**src/latency_stability_monitor_core_defines.svh**
```systemverilog
// Assertion macros shared by the monitor RTL
`ifndef LATENCY_STABILITY_MONITOR_CORE_DEFINES_SVH
`define LATENCY_STABILITY_MONITOR_CORE_DEFINES_SVH

// Check that a condition implies a consequence in the same cycle
`define LSM_ASSERT_IMP(lbl, clk, rst_n, cond, cons, msg) \
    lbl: assert property (@(posedge clk) disable iff (!rst_n) (cond) |-> (cons)) \
        else $error(msg);

// Check that a condition implies a consequence in the next cycle
`define LSM_ASSERT_NXT(lbl, clk, rst_n, cond, cons, msg) \
    lbl: assert property (@(posedge clk) disable iff (!rst_n) (cond) |=> (cons)) \
        else $error(msg);

`endif

```
**src/lsm_pkg.sv**
```systemverilog
`timescale 1ns / 1ps
// ----------------------------------------------------------------------------
// lsm_pkg
// Types and constants shared by the latency stability monitor.
// ----------------------------------------------------------------------------
package lsm_pkg;
    localparam int LatBits  = 24;
    localparam int FracBits = 16;
    localparam int MeanBits = LatBits + FracBits;
    localparam int CvBits   = 17;
    localparam logic [CvBits-1:0] CvOne = 17'h10000;

    localparam logic [1:0] REG_BURN   = 2'd0;
    localparam logic [1:0] REG_MINS   = 2'd1;
    localparam logic [1:0] REG_STABLE = 2'd2;
    localparam logic [1:0] REG_THRESH = 2'd3;

    // Shared unit operations
    typedef enum logic [1:0] {
        OP_DIV  = 2'd0,
        OP_SQRT = 2'd1,
        OP_MUL  = 2'd2
    } op_t;

    typedef struct packed {
        logic        start;
        op_t         op;
        logic [63:0] a;
        logic [63:0] b;
    } unit_req_t;

    typedef struct packed {
        logic        done;
        logic [63:0] q;
        logic [63:0] hi;
    } unit_rsp_t;
endpackage

```
**src/lsm_unit.sv**
```systemverilog
`timescale 1ns / 1ps
// ----------------------------------------------------------------------------
// lsm_unit
// Shared bit-serial unit: 64/64 divide, 128-bit root, 64x64 multiply.
// One bit per cycle.
// ----------------------------------------------------------------------------
module lsm_unit (
    input  logic               clk,
    input  logic               rst_n,
    input  lsm_pkg::unit_req_t req,
    output lsm_pkg::unit_rsp_t rsp
);
    import lsm_pkg::*;

    logic        busy_reg, busy_next;
    logic [5:0]  cnt_reg, cnt_next;
    op_t         op_reg, op_next;
    logic [63:0] a_reg, a_next;     // dividend / radicand low / multiplier
    logic [63:0] b_reg, b_next;     // divisor / radicand high / multiplicand
    logic [65:0] rem_reg, rem_next;
    logic [63:0] q_reg, q_next;     // quotient / root / product low
    logic [63:0] hi_reg, hi_next;   // product high
    logic        done_reg, done_next;

    logic [65:0] dtrial;
    logic [65:0] srem;
    logic [65:0] strial;
    logic [64:0] psum;

    always_comb
    begin
        dtrial = {rem_reg[64:0], a_reg[63]} - {2'b00, b_reg};
        srem   = {rem_reg[63:0], b_reg[63:62]};
        strial = {q_reg, 2'b01};
        psum   = {1'b0, hi_reg} + ((a_reg[0]) ? {1'b0, b_reg} : 65'd0);
    end

    always_comb
    begin
        busy_next = busy_reg;
        cnt_next  = cnt_reg;
        op_next   = op_reg;
        a_next    = a_reg;
        b_next    = b_reg;
        rem_next  = rem_reg;
        q_next    = q_reg;
        hi_next   = hi_reg;
        done_next = 1'b0;
        if (!busy_reg)
        begin
            if (req.start)
            begin
                busy_next = 1'b1;
                cnt_next  = 6'd0;
                op_next   = req.op;
                a_next    = req.a;
                b_next    = req.b;
                rem_next  = '0;
                q_next    = '0;
                hi_next   = '0;
            end
        end
        else
        begin
            unique case (op_reg)
                OP_DIV:
                begin
                    a_next = {a_reg[62:0], 1'b0};
                    if (!dtrial[65])
                    begin
                        rem_next = dtrial;
                        q_next   = {q_reg[62:0], 1'b1};
                    end
                    else
                    begin
                        rem_next = {rem_reg[64:0], a_reg[63]};
                        q_next   = {q_reg[62:0], 1'b0};
                    end
                end
                OP_SQRT:
                begin
                    // radicand bits stream from b (high) then a (low)
                    b_next = {b_reg[61:0], a_reg[63:62]};
                    a_next = {a_reg[61:0], 2'b00};
                    if (srem >= strial)
                    begin
                        rem_next = srem - strial;
                        q_next   = {q_reg[62:0], 1'b1};
                    end
                    else
                    begin
                        rem_next = srem;
                        q_next   = {q_reg[62:0], 1'b0};
                    end
                end
                OP_MUL:
                begin
                    // shift-add: product high in hi, low bits shift into q
                    hi_next = psum[64:1];
                    q_next  = {psum[0], q_reg[63:1]};
                    a_next  = {1'b0, a_reg[63:1]};
                end
                default:
                begin
                    q_next = q_reg;
                end
            endcase
            cnt_next = cnt_reg + 6'd1;
            if (cnt_reg == 6'd63)
            begin
                busy_next = 1'b0;
                done_next = 1'b1;
            end
        end
    end

    always_ff @(posedge clk or negedge rst_n)
    begin
        if (!rst_n)
        begin
            busy_reg <= 1'b0;
            cnt_reg  <= '0;
            done_reg <= 1'b0;
            op_reg   <= OP_DIV;
        end
        else
        begin
            busy_reg <= busy_next;
            cnt_reg  <= cnt_next;
            done_reg <= done_next;
            op_reg   <= op_next;
        end
    end

    always_ff @(posedge clk)
    begin
        a_reg   <= a_next;
        b_reg   <= b_next;
        rem_reg <= rem_next;
        q_reg   <= q_next;
        hi_reg  <= hi_next;
    end

    assign rsp.done = done_reg;
    assign rsp.q    = q_reg;
    assign rsp.hi   = hi_reg;
endmodule

```
**src/latency_stability_monitor_core.sv**
```systemverilog
`timescale 1ns / 1ps
// ----------------------------------------------------------------------------
// latency_stability_monitor_core
// Welford mean/variance tracker with CV-based settle detection.
// ----------------------------------------------------------------------------
// Usage:
//   s_axis carries one request per latency sample: tdata[23:0] latency,
//   tuser restart. m_axis returns one result per request. Registers are
//   written through cfg_we/cfg_addr/cfg_wdata while idle (user-enforced).
// Sequence:
//   A statistic sample runs through one shared bit-serial unit in turn:
//   divide for the mean, multiply for the squared deviation, divide by
//   n-1, square root, divide for the CV. Burn-in samples and samples
//   with n < 2 or a zero mean skip the unneeded operations; a standard
//   deviation at or above the mean skips the CV divide.
//   s_axis_tready is high whenever the sequencer is idle, so one request
//   is computed at a time.
// Reset:
//   All statistics clear, the minimum goes to all ones, registers take
//   burn_in 5, min_samples 5, stable_needed 5, threshold 1966.
// Stall:
//   A result holds in the output register until m_axis_tready. One more
//   request may be taken and computed meanwhile; it then holds in the
//   final step until the output register frees.
// ----------------------------------------------------------------------------
`include "latency_stability_monitor_core_defines.svh"
module latency_stability_monitor_core (
    input  logic         clk,
    input  logic         rst_n,
    input  logic         s_axis_tvalid,
    output logic         s_axis_tready,
    input  logic [23:0]  s_axis_tdata,   // [23:0] latency
    input  logic         s_axis_tuser,   // [0] restart
    output logic         m_axis_tvalid,
    input  logic         m_axis_tready,
    // [15:0] sample_count, [55:16] mean_latency, [79:56] min_latency,
    // [96:80] variation, [104:97] stable_run, [111:105] zero fill
    output logic [111:0] m_axis_tdata,
    output logic [1:0]   m_axis_tuser,   // [0] burning_in, [1] settled
    input  logic         cfg_we,
    input  logic [1:0]   cfg_addr,
    input  logic [16:0]  cfg_wdata
);
    import lsm_pkg::*;

    typedef enum logic [3:0] {
        S_IDLE, S_MEANDIV, S_MEANUPD, S_MUL, S_ACC, S_CVCHK,
        S_VARDIV, S_SQRT, S_CVDIV, S_FINISH
    } state_t;

    state_t            state_reg, state_next;
    logic [7:0]        burn_reg, burn_next;
    logic [15:0]       count_reg, count_next;
    logic [MeanBits-1:0] mean_reg, mean_next;
    logic [63:0]       sq_reg, sq_next;
    logic [LatBits-1:0] min_reg, min_next;
    logic [7:0]        run_reg, run_next;
    logic [7:0]        cfg_burn_reg;
    logic [15:0]       cfg_mins_reg;
    logic [7:0]        cfg_stable_reg;
    logic [16:0]       cfg_thresh_reg;
    logic [LatBits-1:0] lat_reg, lat_next;
    logic              up_reg, up_next;
    logic [MeanBits-1:0] mag_reg, mag_next;
    logic              burning_reg, burning_next;
    logic [CvBits-1:0] cv_reg, cv_next;
    logic              ovalid_reg, ovalid_next;
    logic [111:0]      odata_reg, odata_next;
    logic [1:0]        ouser_reg, ouser_next;
    unit_req_t         ureq;
    unit_rsp_t         ursp;

    logic [MeanBits-1:0] x_ext;
    logic [MeanBits-1:0] mag2;
    logic [63:0]       prod;
    logic [64:0]       acc;
    logic [63:0]       sd;

    lsm_unit u_unit (.clk(clk), .rst_n(rst_n), .req(ureq), .rsp(ursp));

    assign s_axis_tready = (state_reg == S_IDLE);
    assign m_axis_tvalid = ovalid_reg;
    assign m_axis_tdata  = odata_reg;
    assign m_axis_tuser  = ouser_reg;

    always_comb
    begin
        x_ext = {lat_reg, {FracBits{1'b0}}};
        mag2  = up_reg ? (x_ext - mean_reg) : (mean_reg - x_ext);
        if (ursp.hi[63:FracBits] != '0)
            prod = '1;
        else
            prod = {ursp.hi[FracBits-1:0], ursp.q[63:FracBits]};
        acc = {1'b0, sq_reg} + {1'b0, prod};
        sd  = ursp.q;
    end

    always_comb
    begin
        state_next   = state_reg;
        burn_next    = burn_reg;
        count_next   = count_reg;
        mean_next    = mean_reg;
        sq_next      = sq_reg;
        min_next     = min_reg;
        run_next     = run_reg;
        lat_next     = lat_reg;
        up_next      = up_reg;
        mag_next     = mag_reg;
        burning_next = burning_reg;
        cv_next      = cv_reg;
        ovalid_next  = ovalid_reg;
        odata_next   = odata_reg;
        ouser_next   = ouser_reg;
        ureq         = '{start: 1'b0, op: OP_DIV, a: '0, b: '0};
        if (ovalid_reg && m_axis_tready)
            ovalid_next = 1'b0;
        unique case (state_reg)
            S_IDLE:
            begin
                if (s_axis_tvalid && s_axis_tready)
                begin
                    lat_next = s_axis_tdata;
                    if (s_axis_tuser)
                    begin
                        burn_next  = '0;
                        count_next = '0;
                        mean_next  = '0;
                        sq_next    = '0;
                        min_next   = '1;
                        run_next   = '0;
                    end
                    if ((s_axis_tuser ? 8'd0 : burn_reg) < cfg_burn_reg)
                    begin
                        burn_next    = (s_axis_tuser ? 8'd0 : burn_reg) + 8'd1;
                        burning_next = 1'b1;
                        state_next   = S_CVCHK;
                    end
                    else
                    begin
                        burning_next = 1'b0;
                        state_next   = S_MEANDIV;
                    end
                end
            end
            S_MEANDIV:
            begin
                if (count_reg != 16'hFFFF)
                    count_next = count_reg + 16'd1;
                up_next  = x_ext >= mean_reg;
                mag_next = (x_ext >= mean_reg) ? (x_ext - mean_reg) : (mean_reg - x_ext);
                ureq = '{start: 1'b1, op: OP_DIV,
                         a: {24'd0, ((x_ext >= mean_reg) ? (x_ext - mean_reg)
                                                         : (mean_reg - x_ext))},
                         b: {48'd0, ((count_reg != 16'hFFFF) ? count_reg + 16'd1
                                                             : count_reg)}};
                if (lat_reg < min_reg)
                    min_next = lat_reg;
                state_next = S_MEANUPD;
            end
            S_MEANUPD:
            begin
                if (ursp.done)
                begin
                    mean_next = up_reg ? mean_reg + ursp.q[MeanBits-1:0]
                                       : mean_reg - ursp.q[MeanBits-1:0];
                    state_next = S_MUL;
                end
            end
            S_MUL:
            begin
                ureq = '{start: 1'b1, op: OP_MUL, a: {24'd0, mag_reg}, b: {24'd0, mag2}};
                state_next = S_ACC;
            end
            S_ACC:
            begin
                if (ursp.done)
                begin
                    sq_next    = acc[64] ? '1 : acc[63:0];
                    state_next = S_CVCHK;
                end
            end
            S_CVCHK:
            begin
                if (count_reg < 16'd2 || mean_reg == '0)
                begin
                    cv_next    = CvOne;
                    state_next = S_FINISH;
                end
                else
                begin
                    ureq = '{start: 1'b1, op: OP_DIV, a: sq_reg,
                             b: {48'd0, count_reg - 16'd1}};
                    state_next = S_VARDIV;
                end
            end
            S_VARDIV:
            begin
                if (ursp.done)
                begin
                    ureq = '{start: 1'b1, op: OP_SQRT,
                             a: {ursp.q[63-FracBits:0], {FracBits{1'b0}}},
                             b: {{(64-FracBits){1'b0}}, ursp.q[63:64-FracBits]}};
                    state_next = S_SQRT;
                end
            end
            S_SQRT:
            begin
                if (ursp.done)
                begin
                    if (sd >= {24'd0, mean_reg})
                    begin
                        cv_next    = CvOne;
                        state_next = S_FINISH;
                    end
                    else
                    begin
                        // sd < mean < 2^40, so sd << 16 fits
                        ureq = '{start: 1'b1, op: OP_DIV, a: {sd[47:0], 16'd0},
                                 b: {24'd0, mean_reg}};
                        state_next = S_CVDIV;
                    end
                end
            end
            S_CVDIV:
            begin
                if (ursp.done)
                begin
                    cv_next    = ursp.q[CvBits-1:0];
                    state_next = S_FINISH;
                end
            end
            S_FINISH:
            begin
                // hold until the output register frees
                if (!ovalid_reg || m_axis_tready)
                begin
                    if (!burning_reg)
                    begin
                        if (count_reg >= cfg_mins_reg && cv_reg < cfg_thresh_reg)
                        begin
                            if (run_reg != 8'hFF)
                                run_next = run_reg + 8'd1;
                        end
                        else
                            run_next = '0;
                    end
                    ovalid_next = 1'b1;
                    odata_next  = {7'd0, run_next, cv_reg, min_reg, mean_reg, count_reg};
                    ouser_next  = {(run_next >= cfg_stable_reg), burning_reg};
                    state_next  = S_IDLE;
                end
            end
            default:
            begin
                state_next = S_IDLE;
            end
        endcase
    end

    always_ff @(posedge clk or negedge rst_n)
    begin
        if (!rst_n)
        begin
            state_reg      <= S_IDLE;
            burn_reg       <= '0;
            count_reg      <= '0;
            mean_reg       <= '0;
            sq_reg         <= '0;
            min_reg        <= '1;
            run_reg        <= '0;
            ovalid_reg     <= 1'b0;
            burning_reg    <= 1'b0;
            cfg_burn_reg   <= 8'd5;
            cfg_mins_reg   <= 16'd5;
            cfg_stable_reg <= 8'd5;
            cfg_thresh_reg <= 17'd1966;
        end
        else
        begin
            state_reg   <= state_next;
            burn_reg    <= burn_next;
            count_reg   <= count_next;
            mean_reg    <= mean_next;
            sq_reg      <= sq_next;
            min_reg     <= min_next;
            run_reg     <= run_next;
            ovalid_reg  <= ovalid_next;
            burning_reg <= burning_next;
            if (cfg_we)
            begin
                unique case (cfg_addr)
                    REG_BURN:   cfg_burn_reg   <= cfg_wdata[7:0];
                    REG_MINS:   cfg_mins_reg   <= cfg_wdata[15:0];
                    REG_STABLE: cfg_stable_reg <= cfg_wdata[7:0];
                    REG_THRESH: cfg_thresh_reg <= cfg_wdata;
                    default:    cfg_burn_reg   <= cfg_burn_reg;
                endcase
            end
        end
    end

    always_ff @(posedge clk)
    begin
        lat_reg   <= lat_next;
        up_reg    <= up_next;
        mag_reg   <= mag_next;
        cv_reg    <= cv_next;
        odata_reg <= odata_next;
        ouser_reg <= ouser_next;
    end

    `LSM_ASSERT_IMP(a_ready_idle, clk, rst_n, s_axis_tready, state_reg == S_IDLE, "ready outside idle")
    `LSM_ASSERT_IMP(a_cv_range, clk, rst_n, m_axis_tvalid, m_axis_tdata[96:80] <= CvOne, "cv above one")
    `LSM_ASSERT_NXT(a_finish_out, clk, rst_n, state_reg == S_FINISH, m_axis_tvalid, "result missing")
    `LSM_ASSERT_IMP(a_burn_nocnt, clk, rst_n, state_reg == S_MEANDIV, !burning_reg, "stat on burn-in")
endmodule

```
**config.mk**
```make
export PLATFORM = sky130hd
export DESIGN_NAME = latency_stability_monitor_core
export DESIGN_NICKNAME = d
export VERILOG_FILES = /design/src/lsm_pkg.sv /design/src/lsm_unit.sv /design/src/latency_stability_monitor_core.sv
export VERILOG_INCLUDE_DIRS = /design/src /design/src/src
export SDC_FILE = /design/constraint.sdc
export NUM_CORES = 2
export LEC_CHECK = 0
export ABC_AREA = 1
export BUFFER_PORTS_ARGS = -buffer_cell sky130_fd_sc_hd__buf_2
export CELL_PAD_IN_SITES_DETAIL_PLACEMENT = 0
export CELL_PAD_IN_SITES_GLOBAL_PLACEMENT = 1
export CORE_MARGIN = 8
export CORE_UTILIZATION = 30
export CTS_BUF_LIST = sky130_fd_sc_hd__clkbuf_8
export DETAILED_ROUTE_END_ITERATION = 12
export GPL_TIMING_DRIVEN = 0
export PLACE_DENSITY = 0.59
export SLEW_MARGIN = 10
export SYNTH_ARGS = -nofsm -noshare
export SYNTH_HDL_FRONTEND = slang
export SYNTH_SLANG_ARGS = --single-unit
```
**constraint.sdc**
```tcl
create_clock -name clk -period 7.8 [get_ports clk]
set_input_delay 0.39 -clock clk [delete_from_list [all_inputs] [get_ports clk]]
set_output_delay 0.39 -clock clk [all_outputs]
set_load 0.01 [all_outputs]
```
**Word-level counts from Yosys, hierarchy flattened**

Cells that the tools add are included.
W data, S select, Z words.

- Word-level logic and storage cells: 201
- Input port bits: 49
- Output and inout bits: 116
- Flip-flop bits (word level): 735

- Muxes and demuxes: 83
- Reduce and logical (&&, ||, !) cells: 35
- Bitwise gates (word level): 1
- Add/subtract/negate cells: 13
- Equality and inequality tests: 32
- Order comparisons: 9

Operator list:

| kind | number |
|---|---|
| $mux W64 | 15 |
| $pmux W131 S5 | 1 |
| $mux W131 | 4 |
| $pmux W64 S3 | 2 |
| $mux W65 | 4 |
| $mux W40 | 6 |
| $pmux W65 S2 | 1 |
| $pmux W64 S2 | 1 |
| $sub A40 B40 Y40 | 3 |
| $mux W8 | 10 |
| $pmux W40 S2 | 1 |
| $mux W24 | 3 |
| $mux W17 | 4 |
| $ge A66 B66 Y1 | 1 |
| $sub A66 B64 Y66 | 1 |
| $add A64 B64 Y65 | 1 |
| $add A64 B65 Y65 | 1 |
| $sub A65 B65 Y65 | 1 |
| $ge A64 B40 Y1 | 1 |
| $pmux W17 S3 | 1 |
| $mux W16 | 3 |
| $pmux W24 S2 | 1 |
| $reduce_bool A48 Y1 | 1 |
| $add A40 B40 Y40 | 1 |
| 45 further kinds | 105 |

**Longest topological paths before layout**

- Depth in word-level cells: 8
- Gate-level depth with buffers: 26
- Mapped depth without buffers: 25

**Hierarchy**

From an unflattened synthesis, not the netlist that was laid out.

- Cell total of the unflattened synthesis: 10285
- Area total of the unflattened synthesis: 67318.3 µm²

By module, submodules not included:

| module | instances | area each (µm²) | sequential area each (µm²) | cells each |
|---|---|---|---|---|
| latency_stability_monitor_core | 1 | 33812.4 | 11103.1 | 4904 |
| lsm_unit | 1 | 33505.9 | 9889.5 | 5381 |

**Least setup slack after synthesis**

OpenSTA, ideal clock, no wires.

- Path type: register -> register
- Start point: reg state_reg[0]
- End point: reg odata_reg[0], in the netlist m_axis_tdata[0] (enable)
- Data required time: 7215 ps
- Clock period less this slack: 6165 ps
- Library setup time: 585 ps
- Stages on the path, launching flop included: 7
- Path buffers: 0
- Arrival: 5580 ps
- Path slack: 1635 ps
- Path through: dfrtp_1 -> inv_2 -> nor2_1 -> inv_1 -> nor3_1 -> inv_1 -> nor2_1

- Word-level cells in the longest chain between the ends: 2

RTL lines:

| item | RTL line | text |
|---|---|---|
| start, declared | latency_stability_monitor_core.sv:51 | `state_t state_reg, state_next;` |
| start signal, assigned | latency_stability_monitor_core.sv:281 | `state_reg <= state_next;` |
| $eq A4 B4 Y1 | latency_stability_monitor_core.sv:118 | `unique case (state_reg)` |
| $reduce_and A2 Y1 (no source line) | - |  |
| end signal, assigned | latency_stability_monitor_core.sv:309 | `odata_reg <= odata_next;` |
| end, declared | latency_stability_monitor_core.sv:68 | `logic [111:0] odata_reg, odata_next;` |

No other way between the ends.
A chain may end at the register's enable or synchronous reset.

**Final worst setup path**

- Start point: reg u_unit.hi_reg[16]
- End point: reg sq_reg[43]

- Word-level cells in the longest chain between the ends: 6

RTL lines:

| item | RTL line | text |
|---|---|---|
| start, declared | lsm_unit.sv:22 | `logic [63:0] hi_reg, hi_next;` |
| start signal, assigned | lsm_unit.sv:141 | `hi_reg <= hi_next;` |
| $reduce_bool A48 Y1 | latency_stability_monitor_core.sv:90 | `if (ursp.hi[63:FracBits] != '0)` |
| $mux W64 | latency_stability_monitor_core.sv:90 |  |
| $add A64 B64 Y65 | latency_stability_monitor_core.sv:94 | `acc = {1'b0, sq_reg} + {1'b0, prod};` |
| $mux W64 | latency_stability_monitor_core.sv:179 | `sq_next = acc[64] ? '1 : acc[63:0];` |
| $mux W64 | latency_stability_monitor_core.sv:177 | `if (ursp.done)` |
| $pmux W64 S2 | latency_stability_monitor_core.sv:118 |  |
| end signal, assigned | latency_stability_monitor_core.sv:285 | `sq_reg <= sq_next;` |
| end, declared | latency_stability_monitor_core.sv:55 | `logic [63:0] sq_reg, sq_next;` |

No other way between the ends. The select of a mux whose other input is x is not followed.

==> metrics.md <==
| Metric | Value |
|---|---|
| Final nets | ~11000 |
| P per Cell Area | ~490 nW/um^2 |
| CTS tree | built |
| Slew headroom | between 7 and 8% |
| Slew @ Worst Pin | 1370 ps |
| CP Capture Type | register |
| ANT nets after route | 0 |
| Synth-to-layout area growth | 12.8% |
| Cell mode on critical path | nand2_1 |
| Clock-pin slew on the worst setup and hold paths | about 60 ps |
| Inserted Clock Buffers | 147 |
| Fin Setup TNS | 0 ps |
| Final non-filler cell total | approximately 14000 |
| Final hold vios | 0 |
| Worst path max stage delay | about 760 ps |
| HPWL after detailed placement | between 200000 and 300000 um |
| LEAKAGE | about 36 nW |
| Setup Skew | approximately 84 ps |
| Reg power frac | about 22% |
| Post-CTS sizing | 0 |
| Clock power frac | 11.3% |
| Max-Cap Viols | 0 |
| Drt first pass iters | 8 |
| EDFF count, synth | slightly above 500 |
| GRT Total Usage | 28.4% |
| Setup violators final | 0 |
| Number of flip-flops in the largest register | 105 |
| Share of the synthesized area in the top cell type | between 20% and 30% |
| Count of different cell masters after synthesis | 65 |
| Peak VDD IR | 0.000223 V |
| Slew Viols, Final | 0 |
| RSZ-0062 raised after global routing | no |
| Clk sinks | 735 |
| Number of global-route vias before repair | 67900 |
| Top delay family on crit path | simple AND/OR/NAND/NOR gates |
| Share of cells above drive strength 1 | 6.32% |
| Syn avg cell area | between 6 and 7 um^2 |
| Hold Path Stages | 2 |
| Synth area leader | edfxtp_1 |
| Synth area leaders | edfxtp_1 (23%), nand2_1 (17%), inv_1 (9.0%), ha_1 (8.8%), dfrtp_1 (7.0%) |
| Largest net degree at the start of global routing | 87 |
| PortBufs | between 150 and 200 |
| Crit-path slowest cell | nor4_1 |
| Die width | around 490 um |
| Status | completed |
| CP Data Required Time | about 8700 ps |
| Core area | about 220000 um^2 |
| Leading cell types by count after synthesis | nand2_1 (2989), inv_1 (1599), nor2_1 (898), nand3_1 (717), a21oi_1 (691) |
| Vias per cell | about 5.2 |
| Post-synthesis sequential area ratio | 31.5% |
| Switching pwr | about 22 mW |
| Worst Path Arrival | 6890 ps |
| DIE AREA | around 240000 um^2 |
| First-pass GRT wire length | approximately 490000 um |
| Critical path depth in cells | 20 |
| Vias | a little over 70000 |
| Worst path cell trace | nor4_1 -> nand4_1 -> nor2_1 -> nand2_1 -> inv_1 -> clkbuf_1 -> buf_1 -> nand2_1 -> ha_1 -> nand2_1 -> o21ai_0 -> a21oi_1 -> o21ai_1 -> inv_1 -> nand2_1 -> nand3_2 -> nand2_4 -> clkbuf_1 -> o21ai_0 -> nand2_1 |
| Placer Congestion | between 1 and 1.5 |
| Combinational power share | roughly 67% |
| Placed cells | ~13000 |
| Global route overflow | 0 |
| Starting Density | between 30% and 40% |
| Die Height | just under 500 um |
| Sw frac | a little under 60% |
| Fraction of registers with async set/reset | between 30% and 40% |
| Worst Path Max Fanout | 10 |
| Ys flop type | edfxtp_1 |
| Buf/Inv on CP | 5 |
| Fin crit period | between 6000 and 7000 ps |
| Netlist Area Pre-Place | roughly 67000 um^2 |
| Post-CTS Setup Repair Bufs | 0 |
| Number of remaining DRC errors | 0 |
| Ys Warns | 0 |
| Most frequent cell after synthesis | nand2_1 |
| Initial antenna violation count | 26 |
| H-tree levels | 4 |
| Drt initial violations | between 7000 and 8000 |
| Post-Synthesis Cells | around 10000 |
| FP Rows | 173 |
| I/O pin count | ~170 |
| Internal | between 15 and 20 mW |
| Clock buffer depth | 3 |
| Reg2reg path depth | 20 |
| Fin crit share | 77.2% |
| Post-Route WL | around 350000 um |
| Hold Crit Class | in -> reg |
| Element type at the critical path start | register |
| Wire per inst | between 20 and 30 um |
| WS Path Type | reg -> reg |
| Worst skew pair latency | around 960 ps |
| FF+latch count, synth | around 740 |
| Clock root cell | clkbuf_8 |
| Peak Freq | 166 MHz |
stage by stage:
stage | utilization (%) | hold slack, ps | setup slack [ps] | power (mW) | cell area (um^2)
5_1_grt | 33.9 | 106 | 1320 | 39.4 | 75200
3_3_place_gp | 32.1 | 447 | -2960 | 32.3 | 71200
6_report | 33.9 | 166 | 1780 | 37.1 | 75200
3_5_place_dp | 32.3 | 414 | 1800 | 32.3 | 71700
4_1_cts | 33.9 | 51.3 | 1760 | 36.7 | 75200
2_1_floorplan | - | 94.4 | 1640 | 22.2 | 66700
layout make-up:
class | instances | area [um^2]
fill | 24800 | 146000
multi-input combinational | 7458 | 38300
sequential | 735 | 21000
inverter | 1651 | 6200
tap | 2975 | 3720
clock buffer | 154 | 2120
timing repair buffer | 226 | 1710
buffer | 284 | 1310
clock inverter | 118 | 860
antenna | 8 | 20.0
per-layer routing:
metal	up-vias	track usage (%)	share of wire, %
met4	0	9.84	4.0
li1	33700	-	-
met2	2714	43.3	42
met1	34300	40.9	47
met3	466	4.20	7.0
met5	-	0	0
placed cells by master (no fill, tap or decap), types with 77 or more instances in the layout:
cell type	count
nor2_1	894
a21oi_1	690
o22ai_1	83
dfrtp_1	187
nand3_1	717
nand2_1	2988
clkbuf_8	154
nor3_1	105
inv_1	1647
edfxtp_1	510
xor2_1	130
o21ai_0	622
nand4_1	98
xnor2_1	77
buf_2	205
ha_1	468
clkbuf_1	161
power by group through the flow:
stage | clock network, mW | registers (mW) | logic [mW]
after floorplan | 0 | 6.97 | 15.3
after global placement | 0 | 8.18 | 24.1
after detailed placement | 0 | 8.03 | 24.3
after CTS | 4.30 | 7.97 | 24.4
after global routing | 4.44 | 8.04 | 27.0
final | 4.19 | 8.02 | 24.9
final timing paths:
check / slack [ps] / end / from
hold / removal: 170 / lat_reg[0]$_DFFE_PP_ / s_axis_tdata[0]
hold reg to reg: 470 / m_axis_tdata[92]$_DFFE_PP_ / cv_reg[12]$_SDFFCE_PP0P_
setup reg to reg: 1780 / sq_reg[43]$_DFFE_PN0P_ / u_unit.hi_reg[16]$_SDFFCE_PN0P_
setup / recovery: 1780 / sq_reg[43]$_DFFE_PN0P_ / u_unit.hi_reg[16]$_SDFFCE_PN0P_
max in group asynchronous: 5360 / mean_reg[17]$_DFFE_PN0P_ / rst_n
min in group asynchronous: 540 / mean_reg[25]$_DFFE_PN0P_ / rst_n
kinds of logic (layout without fill, tap and decap cells):
kind of cell	count (synthesis)	in the layout	share of synthesized area [%]
AO/OA/AOI/OAI	1739	1739	14.2
AND/OR/NAND/NOR	5031	5031	31.4
other	1	15	0.00562
XOR/XNOR	207	207	2.72
adder cells (fa/ha/maj)	473	473	8.93
flip-flops	735	735	31.5
multiplexers	1	1	0.0150
buffers and inverters	1935	2433	11.3
repair_timing:
action / in CTS / in global routing
hold buffers: 54 / 0
endpoints found under the setup margin: 0 / 0
hold endpoints to repair: 229 / 0
(Power assumes the default switching activity.)
